## src/sv/sample_volume_pack_ring_writer_assert.svh

```systemverilog
// Assertion macros shared by the volume/pack/ring writer modules.
// Expects clk and arst_n in scope at the point of use.
`ifndef SAMPLE_VOLUME_PACK_RING_WRITER_ASSERT_SVH
`define SAMPLE_VOLUME_PACK_RING_WRITER_ASSERT_SVH

// same-cycle implication, disabled in reset
`define SVPR_ASSERT_NOW(label, ante, cons, msg) \
	label: assert property (@(posedge clk) disable iff (!arst_n) (ante) |-> (cons)) \
		else $error(msg);

// next-cycle implication, disabled in reset
`define SVPR_ASSERT_NEXT(label, ante, cons, msg) \
	label: assert property (@(posedge clk) disable iff (!arst_n) (ante) |=> (cons)) \
		else $error(msg);

`endif

```

## src/sv/svpr_pkg.sv

```systemverilog
// Shared types and constants for the volume/pack/ring writer.
// No dependencies; every other file but the assertion header imports this package.
package svpr_pkg;

	// default parameter values
	localparam int MAX_FRAMES_DEF       = 65536;
	localparam int SAMPLE_FRAC_BITS_DEF = 20;

	// fixed field widths
	localparam int SAMPLE_W    = 24;
	localparam int GAIN_W      = 16;
	localparam int FRAMES_W    = 17;
	localparam int ADDR_W      = 17;
	localparam int PCM_W       = 16;
	localparam int START_W     = 32;
	localparam int CFG_DATA_W  = 17;
	localparam int PROD_W      = SAMPLE_W + GAIN_W;

	// configuration register indexes
	typedef enum logic [1:0] {
		CFG_SAMPLE_WIDTH_MODE = 2'd0,
		CFG_CHANNEL_COUNT     = 2'd1,
		CFG_BUFFER_FRAMES     = 2'd2,
		CFG_VOLUME_GAIN       = 2'd3
	} cfg_idx_t;

	// register reset values and codes
	localparam logic                RST_WIDTH_MODE = 1'b0;
	localparam logic [1:0]          RST_CHANNELS   = 2'd2;
	localparam logic [FRAMES_W-1:0] RST_FRAMES     = 17'd16384;
	localparam logic [GAIN_W-1:0]   RST_GAIN       = 16'd22938;
	localparam logic [1:0]          CHAN_MONO      = 2'd1;
	localparam logic                MODE_PCM8      = 1'b1;

	// saturation limits
	localparam logic [15:0] PCM16_MAX     = 16'h7fff;
	localparam logic [15:0] PCM16_MIN_MAG = 16'h8000;
	localparam logic [7:0]  PCM8_MAX      = 8'h7f;
	localparam logic [7:0]  PCM8_MIN_MAG  = 8'h80;
	localparam logic [7:0]  PCM8_OFFSET   = 8'd128;

	// controller to datapath
	typedef struct packed {
		logic load_in;
		logic div_start;
		logic idx_load;
		logic mul_en;
		logic mul_sel;
		logic emit;
		logic emit_last;
	} svpr_cmd_t;

	// datapath to controller
	typedef struct packed {
		logic out_free;
		logic div_done;
		logic stereo;
	} svpr_stat_t;

endpackage

```

## src/sv/svpr_in_if.sv

```systemverilog
// Input channel: one stereo sample pair plus block-start information.
// Depends on svpr_pkg for field widths.
interface svpr_in_if;
	import svpr_pkg::*;

	logic                       valid;
	logic                       ready;
	logic                       first_of_block;
	logic [START_W-1:0]         start_frame;
	logic signed [SAMPLE_W-1:0] left_sample;
	logic signed [SAMPLE_W-1:0] right_sample;

	modport source (output valid, first_of_block, start_frame, left_sample, right_sample,
		input ready);
	modport sink (input valid, first_of_block, start_frame, left_sample, right_sample,
		output ready);
endinterface

```

## src/sv/svpr_out_if.sv

```systemverilog
// Output channel: one PCM sample with its ring buffer address.
// Depends on svpr_pkg for field widths.
interface svpr_out_if;
	import svpr_pkg::*;

	logic              valid;
	logic              ready;
	logic [ADDR_W-1:0] write_address;
	logic [PCM_W-1:0]  pcm_value;
	logic              last_of_item;

	modport source (output valid, write_address, pcm_value, last_of_item, input ready);
	modport sink (input valid, write_address, pcm_value, last_of_item, output ready);
endinterface

```

## src/sv/svpr_mod_unit.sv

```systemverilog
// Restoring remainder unit: start_frame mod frames, one quotient bit per cycle.
// Depends on svpr_pkg and the assertion header.
`include "sample_volume_pack_ring_writer_assert.svh"
module svpr_mod_unit #(
	parameter int MAX_FRAMES = svpr_pkg::MAX_FRAMES_DEF,
	localparam int FW = $clog2(MAX_FRAMES + 1)
) (
	input  logic                        clk,
	input  logic                        arst_n,
	input  logic                        start,
	input  logic [svpr_pkg::START_W-1:0] dividend,
	input  logic [FW-1:0]               divisor,
	output logic                        done,
	output logic [FW-1:0]               rem
);
	import svpr_pkg::*;

	localparam int CW = $clog2(START_W);

	logic               busy_q;
	logic               done_q;
	logic [CW-1:0]      cnt_q;
	logic [START_W-1:0] dvd_q;
	logic [FW-1:0]      rem_q;
	logic [FW-1:0]      dsr_q;

	logic [FW:0]   trial;
	logic [FW:0]   diff;
	logic [FW-1:0] rem_nxt;

	// one shift-and-subtract step
	always_comb begin
		trial   = {rem_q, dvd_q[START_W-1]};
		diff    = trial - {1'b0, dsr_q};
		rem_nxt = (trial >= {1'b0, dsr_q}) ? diff[FW-1:0] : trial[FW-1:0];
	end

	// step control
	always_ff @(posedge clk or negedge arst_n) begin
		if (!arst_n) begin
			busy_q <= 1'b0;
			done_q <= 1'b0;
			cnt_q  <= '0;
		end else begin
			done_q <= 1'b0;
			if (start) begin
				busy_q <= 1'b1;
				cnt_q  <= '0;
			end else if (busy_q) begin
				cnt_q <= cnt_q + CW'(1);
				if (cnt_q == CW'(START_W - 1)) begin
					busy_q <= 1'b0;
					done_q <= 1'b1;
				end
			end
		end
	end

	// operand and partial remainder
	always_ff @(posedge clk) begin
		if (start) begin
			dvd_q <= dividend;
			dsr_q <= divisor;
			rem_q <= '0;
		end else if (busy_q) begin
			dvd_q <= {dvd_q[START_W-2:0], 1'b0};
			rem_q <= rem_nxt;
		end
	end

	assign done = done_q;
	assign rem  = rem_q;

	`SVPR_ASSERT_NOW(a_no_restart, start, !busy_q, "remainder unit restarted while busy")
	`SVPR_ASSERT_NOW(a_rem_range, done_q, rem_q < dsr_q, "remainder not below divisor")
endmodule

```

## src/sv/svpr_ctrl.sv

```systemverilog
// Sequencing controller: accept, optional remainder, multiply and emit per sample.
// Depends on svpr_pkg and the assertion header.
`include "sample_volume_pack_ring_writer_assert.svh"
module svpr_ctrl (
	input  logic                 clk,
	input  logic                 arst_n,
	input  logic                 in_valid,
	input  logic                 in_first,
	output logic                 in_ready,
	input  svpr_pkg::svpr_stat_t stat,
	output svpr_pkg::svpr_cmd_t  cmd
);
	import svpr_pkg::*;

	typedef enum logic [1:0] {S_IDLE, S_DIV, S_MUL, S_EMIT} state_t;

	state_t state_q;
	logic   sel_q;
	logic   last_now;
	logic   accept_ok;
	logic   accept;

	// command decode
	always_comb begin
		last_now      = !(stat.stereo && !sel_q);
		accept_ok     = (state_q == S_IDLE) ||
			(state_q == S_EMIT && stat.out_free && last_now);
		accept        = accept_ok && in_valid;
		in_ready      = accept_ok;
		cmd.load_in   = accept;
		cmd.div_start = accept && in_first;
		cmd.idx_load  = (state_q == S_DIV) && stat.div_done;
		cmd.mul_en    = (state_q == S_MUL);
		cmd.mul_sel   = sel_q;
		cmd.emit      = (state_q == S_EMIT) && stat.out_free;
		cmd.emit_last = last_now;
	end

	// state and sample select
	always_ff @(posedge clk or negedge arst_n) begin
		if (!arst_n) begin
			state_q <= S_IDLE;
			sel_q   <= 1'b0;
		end else begin
			unique case (state_q)
				S_IDLE: begin
					if (accept) begin
						sel_q   <= 1'b0;
						state_q <= in_first ? S_DIV : S_MUL;
					end
				end
				S_DIV: begin
					if (stat.div_done) begin
						state_q <= S_MUL;
					end
				end
				S_MUL: begin
					state_q <= S_EMIT;
				end
				S_EMIT: begin
					if (stat.out_free) begin
						if (!last_now) begin
							sel_q   <= 1'b1;
							state_q <= S_MUL;
						end else if (accept) begin
							sel_q   <= 1'b0;
							state_q <= in_first ? S_DIV : S_MUL;
						end else begin
							state_q <= S_IDLE;
						end
					end
				end
				default: state_q <= S_IDLE;
			endcase
		end
	end

	`SVPR_ASSERT_NOW(a_ready_state, in_ready, state_q == S_IDLE || state_q == S_EMIT,
		"ready raised while an item is in progress")
	`SVPR_ASSERT_NOW(a_div_on_accept, cmd.div_start, in_valid && in_ready,
		"remainder started without an input transfer")
	`SVPR_ASSERT_NEXT(a_mul_then_emit, cmd.mul_en, state_q == S_EMIT,
		"multiply not followed by emit")
endmodule

```

## src/sv/svpr_datapath.sv

```systemverilog
// Datapath: config registers, sample scaling and saturation, ring index, output register.
// Depends on svpr_pkg, svpr_mod_unit and the assertion header.
`include "sample_volume_pack_ring_writer_assert.svh"
module svpr_datapath #(
	parameter int MAX_FRAMES       = svpr_pkg::MAX_FRAMES_DEF,
	parameter int SAMPLE_FRAC_BITS = svpr_pkg::SAMPLE_FRAC_BITS_DEF
) (
	input  logic                                clk,
	input  logic                                arst_n,
	input  logic                                cfg_we,
	input  svpr_pkg::cfg_idx_t                  cfg_index,
	input  logic [svpr_pkg::CFG_DATA_W-1:0]     cfg_data,
	input  svpr_pkg::svpr_cmd_t                 cmd,
	output svpr_pkg::svpr_stat_t                stat,
	input  logic [svpr_pkg::START_W-1:0]        in_start_frame,
	input  logic signed [svpr_pkg::SAMPLE_W-1:0] in_left,
	input  logic signed [svpr_pkg::SAMPLE_W-1:0] in_right,
	input  logic                                out_ready,
	output logic                                out_valid,
	output logic [svpr_pkg::ADDR_W-1:0]         out_addr,
	output logic [svpr_pkg::PCM_W-1:0]          out_pcm,
	output logic                                out_last
);
	import svpr_pkg::*;

	localparam int FW = $clog2(MAX_FRAMES + 1);
	localparam int IW = $clog2(2 * MAX_FRAMES);

	// configuration registers
	logic                mode_q;
	logic [1:0]          chan_q;
	logic [FRAMES_W-1:0] frames_q;
	logic [GAIN_W-1:0]   gain_q;

	always_ff @(posedge clk or negedge arst_n) begin
		if (!arst_n) begin
			mode_q   <= RST_WIDTH_MODE;
			chan_q   <= RST_CHANNELS;
			frames_q <= RST_FRAMES;
			gain_q   <= RST_GAIN;
		end else if (cfg_we) begin
			unique case (cfg_index)
				CFG_SAMPLE_WIDTH_MODE: mode_q   <= cfg_data[0];
				CFG_CHANNEL_COUNT:     chan_q   <= cfg_data[1:0];
				CFG_BUFFER_FRAMES:     frames_q <= cfg_data[FRAMES_W-1:0];
				CFG_VOLUME_GAIN:       gain_q   <= cfg_data[GAIN_W-1:0];
				default:               mode_q   <= mode_q;
			endcase
		end
	end

	// effective frame count and buffer size
	logic          stereo;
	logic [31:0]   bf_ext;
	logic [31:0]   frames_eff32;
	logic [FW-1:0] frames_eff;
	logic [IW:0]   tot1;
	logic [IW:0]   total;

	always_comb begin
		stereo       = (chan_q != CHAN_MONO);
		bf_ext       = 32'(frames_q);
		frames_eff32 = (frames_q == '0) ? 32'd1 :
			(bf_ext > 32'(MAX_FRAMES)) ? 32'(MAX_FRAMES) : bf_ext;
		frames_eff   = frames_eff32[FW-1:0];
		tot1         = (IW+1)'(frames_eff);
		total        = stereo ? {tot1[IW-1:0], 1'b0} : tot1;
	end

	// start_frame mod frames
	logic          div_done;
	logic [FW-1:0] div_rem;

	svpr_mod_unit #(.MAX_FRAMES(MAX_FRAMES)) u_mod (
		.clk      (clk),
		.arst_n   (arst_n),
		.start    (cmd.div_start),
		.dividend (in_start_frame),
		.divisor  (frames_eff),
		.done     (div_done),
		.rem      (div_rem)
	);

	// captured samples
	logic signed [SAMPLE_W-1:0] left_q;
	logic signed [SAMPLE_W-1:0] right_q;

	always_ff @(posedge clk) begin
		if (cmd.load_in) begin
			left_q  <= in_left;
			right_q <= in_right;
		end
	end

	// volume multiply, registered
	logic signed [SAMPLE_W:0]   samp_ext;
	logic signed [SAMPLE_W:0]   gain_ext;
	logic signed [2*SAMPLE_W+1:0] prod_full;
	logic signed [PROD_W-1:0]   prod_q;

	always_comb begin
		samp_ext  = cmd.mul_sel ? (SAMPLE_W+1)'(right_q) : (SAMPLE_W+1)'(left_q);
		gain_ext  = $signed((SAMPLE_W+1)'(gain_q));
		prod_full = samp_ext * gain_ext;
	end

	always_ff @(posedge clk) begin
		if (cmd.mul_en) begin
			prod_q <= prod_full[PROD_W-1:0];
		end
	end

	// truncate toward zero, saturate and pack
	logic              neg;
	logic [PROD_W-1:0] mag;
	logic [PROD_W-1:0] q16;
	logic [PROD_W-1:0] q8;
	logic [15:0]       q16_lo;
	logic [7:0]        q8_lo;
	logic [15:0]       pcm16;
	logic [7:0]        pcm8;
	logic [PCM_W-1:0]  pcm;

	always_comb begin
		neg    = prod_q[PROD_W-1];
		mag    = neg ? $unsigned(-prod_q) : $unsigned(prod_q);
		q16    = mag >> SAMPLE_FRAC_BITS;
		q8     = mag >> (SAMPLE_FRAC_BITS + 8);
		q16_lo = q16[15:0];
		q8_lo  = q8[7:0];
		if (neg) begin
			pcm16 = (q16 > PROD_W'(PCM16_MIN_MAG)) ? PCM16_MIN_MAG : -q16_lo;
			pcm8  = (q8 > PROD_W'(PCM8_MIN_MAG)) ? (PCM8_OFFSET - PCM8_MIN_MAG) :
				(PCM8_OFFSET - q8_lo);
		end else begin
			pcm16 = (q16 > PROD_W'(PCM16_MAX)) ? PCM16_MAX : q16_lo;
			pcm8  = (q8 > PROD_W'(PCM8_MAX)) ? (PCM8_MAX + PCM8_OFFSET) :
				(q8_lo + PCM8_OFFSET);
		end
		pcm = (mode_q == MODE_PCM8) ? {8'd0, pcm8} : pcm16;
	end

	// ring index: wrap before use, advance after
	logic [IW-1:0] idx_q;
	logic [IW:0]   idx_wrap;
	logic [IW:0]   idx_inc;
	logic [IW-1:0] idx_next;
	logic [IW-1:0] rem_ext;
	logic [31:0]   addr_ext;

	always_comb begin
		idx_wrap = ({1'b0, idx_q} >= total) ? '0 : {1'b0, idx_q};
		idx_inc  = idx_wrap + (IW+1)'(1);
		idx_next = (idx_inc >= total) ? '0 : idx_inc[IW-1:0];
		rem_ext  = IW'(div_rem);
		addr_ext = 32'(idx_wrap);
	end

	always_ff @(posedge clk or negedge arst_n) begin
		if (!arst_n) begin
			idx_q <= '0;
		end else if (cmd.idx_load) begin
			idx_q <= stereo ? {rem_ext[IW-2:0], 1'b0} : rem_ext;
		end else if (cmd.emit) begin
			idx_q <= idx_next;
		end
	end

	// output register
	logic              out_valid_q;
	logic [ADDR_W-1:0] out_addr_q;
	logic [PCM_W-1:0]  out_pcm_q;
	logic              out_last_q;

	always_ff @(posedge clk or negedge arst_n) begin
		if (!arst_n) begin
			out_valid_q <= 1'b0;
		end else if (cmd.emit) begin
			out_valid_q <= 1'b1;
		end else if (out_ready) begin
			out_valid_q <= 1'b0;
		end
	end

	always_ff @(posedge clk) begin
		if (cmd.emit) begin
			out_addr_q <= addr_ext[ADDR_W-1:0];
			out_pcm_q  <= pcm;
			out_last_q <= cmd.emit_last;
		end
	end

	assign out_valid     = out_valid_q;
	assign out_addr      = out_addr_q;
	assign out_pcm       = out_pcm_q;
	assign out_last      = out_last_q;
	assign stat.out_free = !out_valid_q || out_ready;
	assign stat.div_done = div_done;
	assign stat.stereo   = stereo;

	`SVPR_ASSERT_NEXT(a_idx_in_ring, cmd.emit, {1'b0, idx_q} < $past(total),
		"ring index left the buffer after a write")
endmodule

```

## src/sv/sample_volume_pack_ring_writer.sv

```systemverilog
// Path: a captured input pair passes the multiply register, then the output register,
// which waits while a result is pending; a block start first runs the 32-step
// start_frame mod frames unit. Each item gives one result per channel (multiply, then
// saturate into the output register); a new item is taken when idle or with the last emit.
// Reset (arst_n low, asynchronous): registers return to their defaults, ring index 0,
// no result pending.
module sample_volume_pack_ring_writer #(
	parameter int MAX_FRAMES       = svpr_pkg::MAX_FRAMES_DEF,
	parameter int SAMPLE_FRAC_BITS = svpr_pkg::SAMPLE_FRAC_BITS_DEF
) (
	input  logic                            clk,
	input  logic                            arst_n,
	input  logic                            cfg_we,
	input  svpr_pkg::cfg_idx_t              cfg_index,
	input  logic [svpr_pkg::CFG_DATA_W-1:0] cfg_data,
	svpr_in_if.sink                         in_ch,
	svpr_out_if.source                      out_ch
);
	import svpr_pkg::*;

	svpr_cmd_t  cmd;
	svpr_stat_t stat;

	// sequencing
	svpr_ctrl u_ctrl (
		.clk      (clk),
		.arst_n   (arst_n),
		.in_valid (in_ch.valid),
		.in_first (in_ch.first_of_block),
		.in_ready (in_ch.ready),
		.stat     (stat),
		.cmd      (cmd)
	);

	// arithmetic, addressing and output register
	svpr_datapath #(
		.MAX_FRAMES       (MAX_FRAMES),
		.SAMPLE_FRAC_BITS (SAMPLE_FRAC_BITS)
	) u_dp (
		.clk            (clk),
		.arst_n         (arst_n),
		.cfg_we         (cfg_we),
		.cfg_index      (cfg_index),
		.cfg_data       (cfg_data),
		.cmd            (cmd),
		.stat           (stat),
		.in_start_frame (in_ch.start_frame),
		.in_left        (in_ch.left_sample),
		.in_right       (in_ch.right_sample),
		.out_ready      (out_ch.ready),
		.out_valid      (out_ch.valid),
		.out_addr       (out_ch.write_address),
		.out_pcm        (out_ch.pcm_value),
		.out_last       (out_ch.last_of_item)
	);
endmodule

```

## src/flat_wrapper.sv

```systemverilog
// flat-port wrapper written by rule: the top's interface ports become plain ports
module sample_volume_pack_ring_writer_flat import svpr_pkg::*;
#(
	parameter int MAX_FRAMES       = svpr_pkg::MAX_FRAMES_DEF,
	parameter int SAMPLE_FRAC_BITS = svpr_pkg::SAMPLE_FRAC_BITS_DEF
)
  (clk, arst_n, cfg_we, cfg_index, cfg_data, in_ch_valid, in_ch_first_of_block, in_ch_start_frame, in_ch_left_sample, in_ch_right_sample, in_ch_ready, out_ch_valid, out_ch_write_address, out_ch_pcm_value, out_ch_last_of_item, out_ch_ready);
  svpr_in_if in_ch_i ();
  svpr_out_if out_ch_i ();
  input  logic clk;
  input  logic arst_n;
  input  logic cfg_we;
  input  svpr_pkg::cfg_idx_t cfg_index;
  input  logic [svpr_pkg::CFG_DATA_W-1:0] cfg_data;
  input wire logic [$bits(in_ch_i.valid)-1:0] in_ch_valid;
  input wire logic [$bits(in_ch_i.first_of_block)-1:0] in_ch_first_of_block;
  input wire logic [$bits(in_ch_i.start_frame)-1:0] in_ch_start_frame;
  input wire logic [$bits(in_ch_i.left_sample)-1:0] in_ch_left_sample;
  input wire logic [$bits(in_ch_i.right_sample)-1:0] in_ch_right_sample;
  output wire logic [$bits(in_ch_i.ready)-1:0] in_ch_ready;
  output wire logic [$bits(out_ch_i.valid)-1:0] out_ch_valid;
  output wire logic [$bits(out_ch_i.write_address)-1:0] out_ch_write_address;
  output wire logic [$bits(out_ch_i.pcm_value)-1:0] out_ch_pcm_value;
  output wire logic [$bits(out_ch_i.last_of_item)-1:0] out_ch_last_of_item;
  input wire logic [$bits(out_ch_i.ready)-1:0] out_ch_ready;
  assign in_ch_i.valid = in_ch_valid;
  assign in_ch_i.first_of_block = in_ch_first_of_block;
  assign in_ch_i.start_frame = in_ch_start_frame;
  assign in_ch_i.left_sample = in_ch_left_sample;
  assign in_ch_i.right_sample = in_ch_right_sample;
  assign in_ch_ready = in_ch_i.ready;
  assign out_ch_valid = out_ch_i.valid;
  assign out_ch_write_address = out_ch_i.write_address;
  assign out_ch_pcm_value = out_ch_i.pcm_value;
  assign out_ch_last_of_item = out_ch_i.last_of_item;
  assign out_ch_i.ready = out_ch_ready;
  sample_volume_pack_ring_writer #(.MAX_FRAMES(MAX_FRAMES), .SAMPLE_FRAC_BITS(SAMPLE_FRAC_BITS)) u_core (.clk(clk), .arst_n(arst_n), .cfg_we(cfg_we), .cfg_index(cfg_index), .cfg_data(cfg_data), .in_ch(in_ch_i), .out_ch(out_ch_i));
endmodule
```

## config.mk

```make
export PLATFORM = sky130hd
export DESIGN_NAME = sample_volume_pack_ring_writer_flat
export DESIGN_NICKNAME = d
export VERILOG_FILES = /design/src/sv/svpr_pkg.sv /design/src/sv/svpr_in_if.sv /design/src/sv/svpr_out_if.sv /design/src/sv/svpr_mod_unit.sv /design/src/sv/svpr_ctrl.sv /design/src/sv/svpr_datapath.sv /design/src/sv/sample_volume_pack_ring_writer.sv /design/src/flat_wrapper.sv
export VERILOG_INCLUDE_DIRS = /design/src /design/src/sv
export SDC_FILE = /design/constraint.sdc
export NUM_CORES = 2
export LEC_CHECK = 0
export ABC_AREA = 1
export BUFFER_PORTS_ARGS = -buffer_cell sky130_fd_sc_hd__clkbuf_2
export CORE_UTILIZATION = 45
export CTS_BUF_LIST = sky130_fd_sc_hd__clkbuf_8
export CTS_CLUSTER_DIAMETER = 150
export DETAILED_ROUTE_END_ITERATION = 6
export SYNTH_ARGS = -nofsm -noshare
export SYNTH_HDL_FRONTEND = slang
export SYNTH_SLANG_ARGS = --single-unit
```

## constraint.sdc

```tcl
create_clock -name clk -period 6.6 [get_ports clk]
set_input_delay 0.33 -clock clk [delete_from_list [all_inputs] [get_ports clk]]
set_output_delay 0.33 -clock clk [all_outputs]
set_load 0.005 [all_outputs]
```

==> qor.yml <==
worstSkewPairLatency_ns: 0.66
drive_gt1_frac: 0.1395
crit_type: "reg2reg"
finClkSkew_ns: 0.06779
gp_congestion: 0.9760
synth_warnings: 0
ctsRootBufferMaster: "clkbuf_8"
hold_viol: 0
crit_buf_inv: 5
seq_area_sq_um: 7089
setup_ws_ns: 0.2333
crit_start: "u_core.u_ctrl.sel_q"
synth_cells: 3415
period_needed_ns: 6.367
cp_data_arrival_time_ns: 6.74
rsz0062_at_grt: "yes"
slew_headroom: 0.2447
fin_util: 0.5360
first_global_vias: 23370
grt_max_degree: 65
mostFrequentLayoutCells: "nand2_1, inv_1, fa_1"
slew_viol_final: 0
final.setup.tns_ns: 0
end_kind: "flip-flop"
post-dp-hpwl_um: 63780
synth_area_sq_um: 27910
htree_levels: 2
min_period_over_period: 0.9646
initialDrtViolationCount: 1473
seq_area_frac_synth: 0.2540
nets: 4397
num-fill-cells: 5773
min_path_type: "in2reg"
synth_seq_cells: 252
async_reset_ff_frac: 0.2540
final_common_cell: "nand2_1"
drt_pass1_iterations: 6
crit_top_cell: "nand2_1"
viasPerCell: 5.071
cts_buffers: 47
worst_slew_pin_slew_ns: 1.130
start_util: 0.4589
max-cap-violations: 0
syn2layout_area_growth_pct: 16.79
drt-total-wl_um: 78910
instances_no_fill: 4583
critPathMaxFanout: 24
die_h_um: 251.0
pin_count: 141
synth_top_area_share: 0.2676
worstReg2RegStart: "u_core.u_ctrl.sel_q"
cp_top_family: "adder cells"
syn-num-nets: 4050
grt_pass1_wl_um: 125100
status: "completed"
ant_nets: 0
cts_tree: "yes"
start_kind: "flip-flop"
slowest_stage: "fa_1"
placedCellCount: 4367
syn_area_per_cell_sq_um: 8.172
grtUsageTotal: 0.2536
required_ns: 6.98
min_from: "in_ch_start_frame[31]"
critPathMaxStageDelay_ns: 0.56
multi_input_area_sq_um: 18030
core_area_sq_um: 60810
synth.lib_cells_used.distinct: 52
wl_per_cell_um: 17.22
die_width_um: 251.0
grt_overflow_total: 0
yosys-top-cells-area: "fa_1, edfxtp_1, nand2_1, inv_1, ha_1"
rows: 90
via_count: 23240
synth_edf_count: 171
synth-main-ff-cell: "edfxtp_1"
die_area_sq_um: 63020
grt_antenna_before_repair: 2
clock_sinks: 252
dp_slack_ns: -0.05409
max_freq_mhz: 157.1
io_buffer_count: 140
setup_violations: 0
clockBufferDepth: 3
cts.clk_slew.worst_paths_ns: 0.06
drc: 0
synth_top_area_cell: "fa_1"
[kinds of logic after synthesis]
logic type,synth area share
buf+inv,0.1090
flops,0.2540
mux,0.0004035
compound gates,0.06640
simple gates,0.2099
xor+xnor,0.02228
fa+ha+maj,0.3380
[worst reg2reg max path, cell delays in order (launching register included)]
cell      delay [ns]
dfrtp_1         0.41
buf_8           0.18
or2_2           0.30
nand2_1         0.14
buf_6           0.16
nor2_1          0.07
fa_1            0.52
fa_1            0.49
inv_1           0.06
fa_1            0.51
fa_1            0.56
fa_1            0.55
inv_1           0.05
fa_1            0.47
ha_1            0.31
buf_4           0.14
nand2_1         0.09
o21ai_0         0.25
a21oi_2         0.07
o211ai_1        0.28
nand2_1         0.11
nand2_2         0.08
nand2_1         0.05
nand2_1         0.08
nand2_1         0.05
nand2_1         0.06
xor2_1          0.07
[synthesized netlist by cell type, types with 10 or more instances]
master,number
edfxtp_1,171
dfrtp_1,54
clkbuf_1,82
nand4_1,24
fa_1,373
dfxtp_1,17
nor3_1,14
inv_1,694
nor2_2,12
xor2_1,39
dfstp_2,10
o21ai_0,173
nand3_1,117
a21oi_1,112
xnor2_1,32
nor2_1,365
ha_1,157
nand2_1,792
or2_2,47
[worst paths after layout]
path / depth (start not counted) / slack, ns / endpoint
worst max-delay path: 26 / 0.23 / u_core.u_dp.prod_q[38]
worst min-delay path: 3 / 0.04 / u_core.u_dp.u_mod.dvd_q[31]
worst max register to register: 26 / 0.23 / u_core.u_dp.prod_q[38]
worst min register to register: 2 / 0.49 / u_core.u_dp.frames_q[10]
max in group asynchronous: 2 / 5.59 / u_core.u_dp.chan_q[0]
min in group asynchronous: 2 / 0.34 / u_core.u_dp.idx_q[15]
[sequential cells by signal, indices dropped and copies added, names as in the netlist, 24 cells and up]
name and count:
u_core.u_dp.left_q 24, u_core.u_dp.prod_q 40, u_core.u_dp.right_q 24, u_core.u_dp.u_mod.dvd_q 32
[stage by stage]
stage	area, sq um	hold WS [ns]
6_report	32590	0.03628
3_3_place_gp	30200	0.4672
2_1_floorplan	27910	0.03441
4_1_cts	32070	0.0002087
3_5_place_dp	30200	0.4746
5_1_grt	32590	0.02799
[area by class of cell]
cell class | instances | share of cell area
multi-input cells | 2360 | 0.5533
flip-flops and latches | 252 | 0.2175
repair buffers | 388 | 0.08806
inverters | 707 | 0.08288
well taps | 782 | 0.03002
clock buffers | 50 | 0.02111
clock inverters | 35 | 0.005566
repair inverters | 6 | 0.001305
diodes | 3 | 0.0002303
[routing by layer]
metal | vias to the layer above | routed length, um | GRT usage
li1 | 11150 | - | -
met1 | 11320 | 36260 | 0.3534
met2 | 618 | 36670 | 0.4148
met3 | 148 | 3435 | 0.02609
met4 | 0 | 2544 | 0.08362
met5 | - | 0 | 0
[timing repair]
item                                    in CTS  in global routing
hold buffers                                93                  0
endpoints found under the hold margin      156                  0
endpoints found under the setup margin       3                 18
cloned                                       0                  6
buffers inserted                             6                 23
resized for setup                            7                 82
pin swaps                                    0                 12
Power is left out: the tool's default activity adds up to more than one toggle a clock period on the data nets, which glitch-free logic cannot reach.
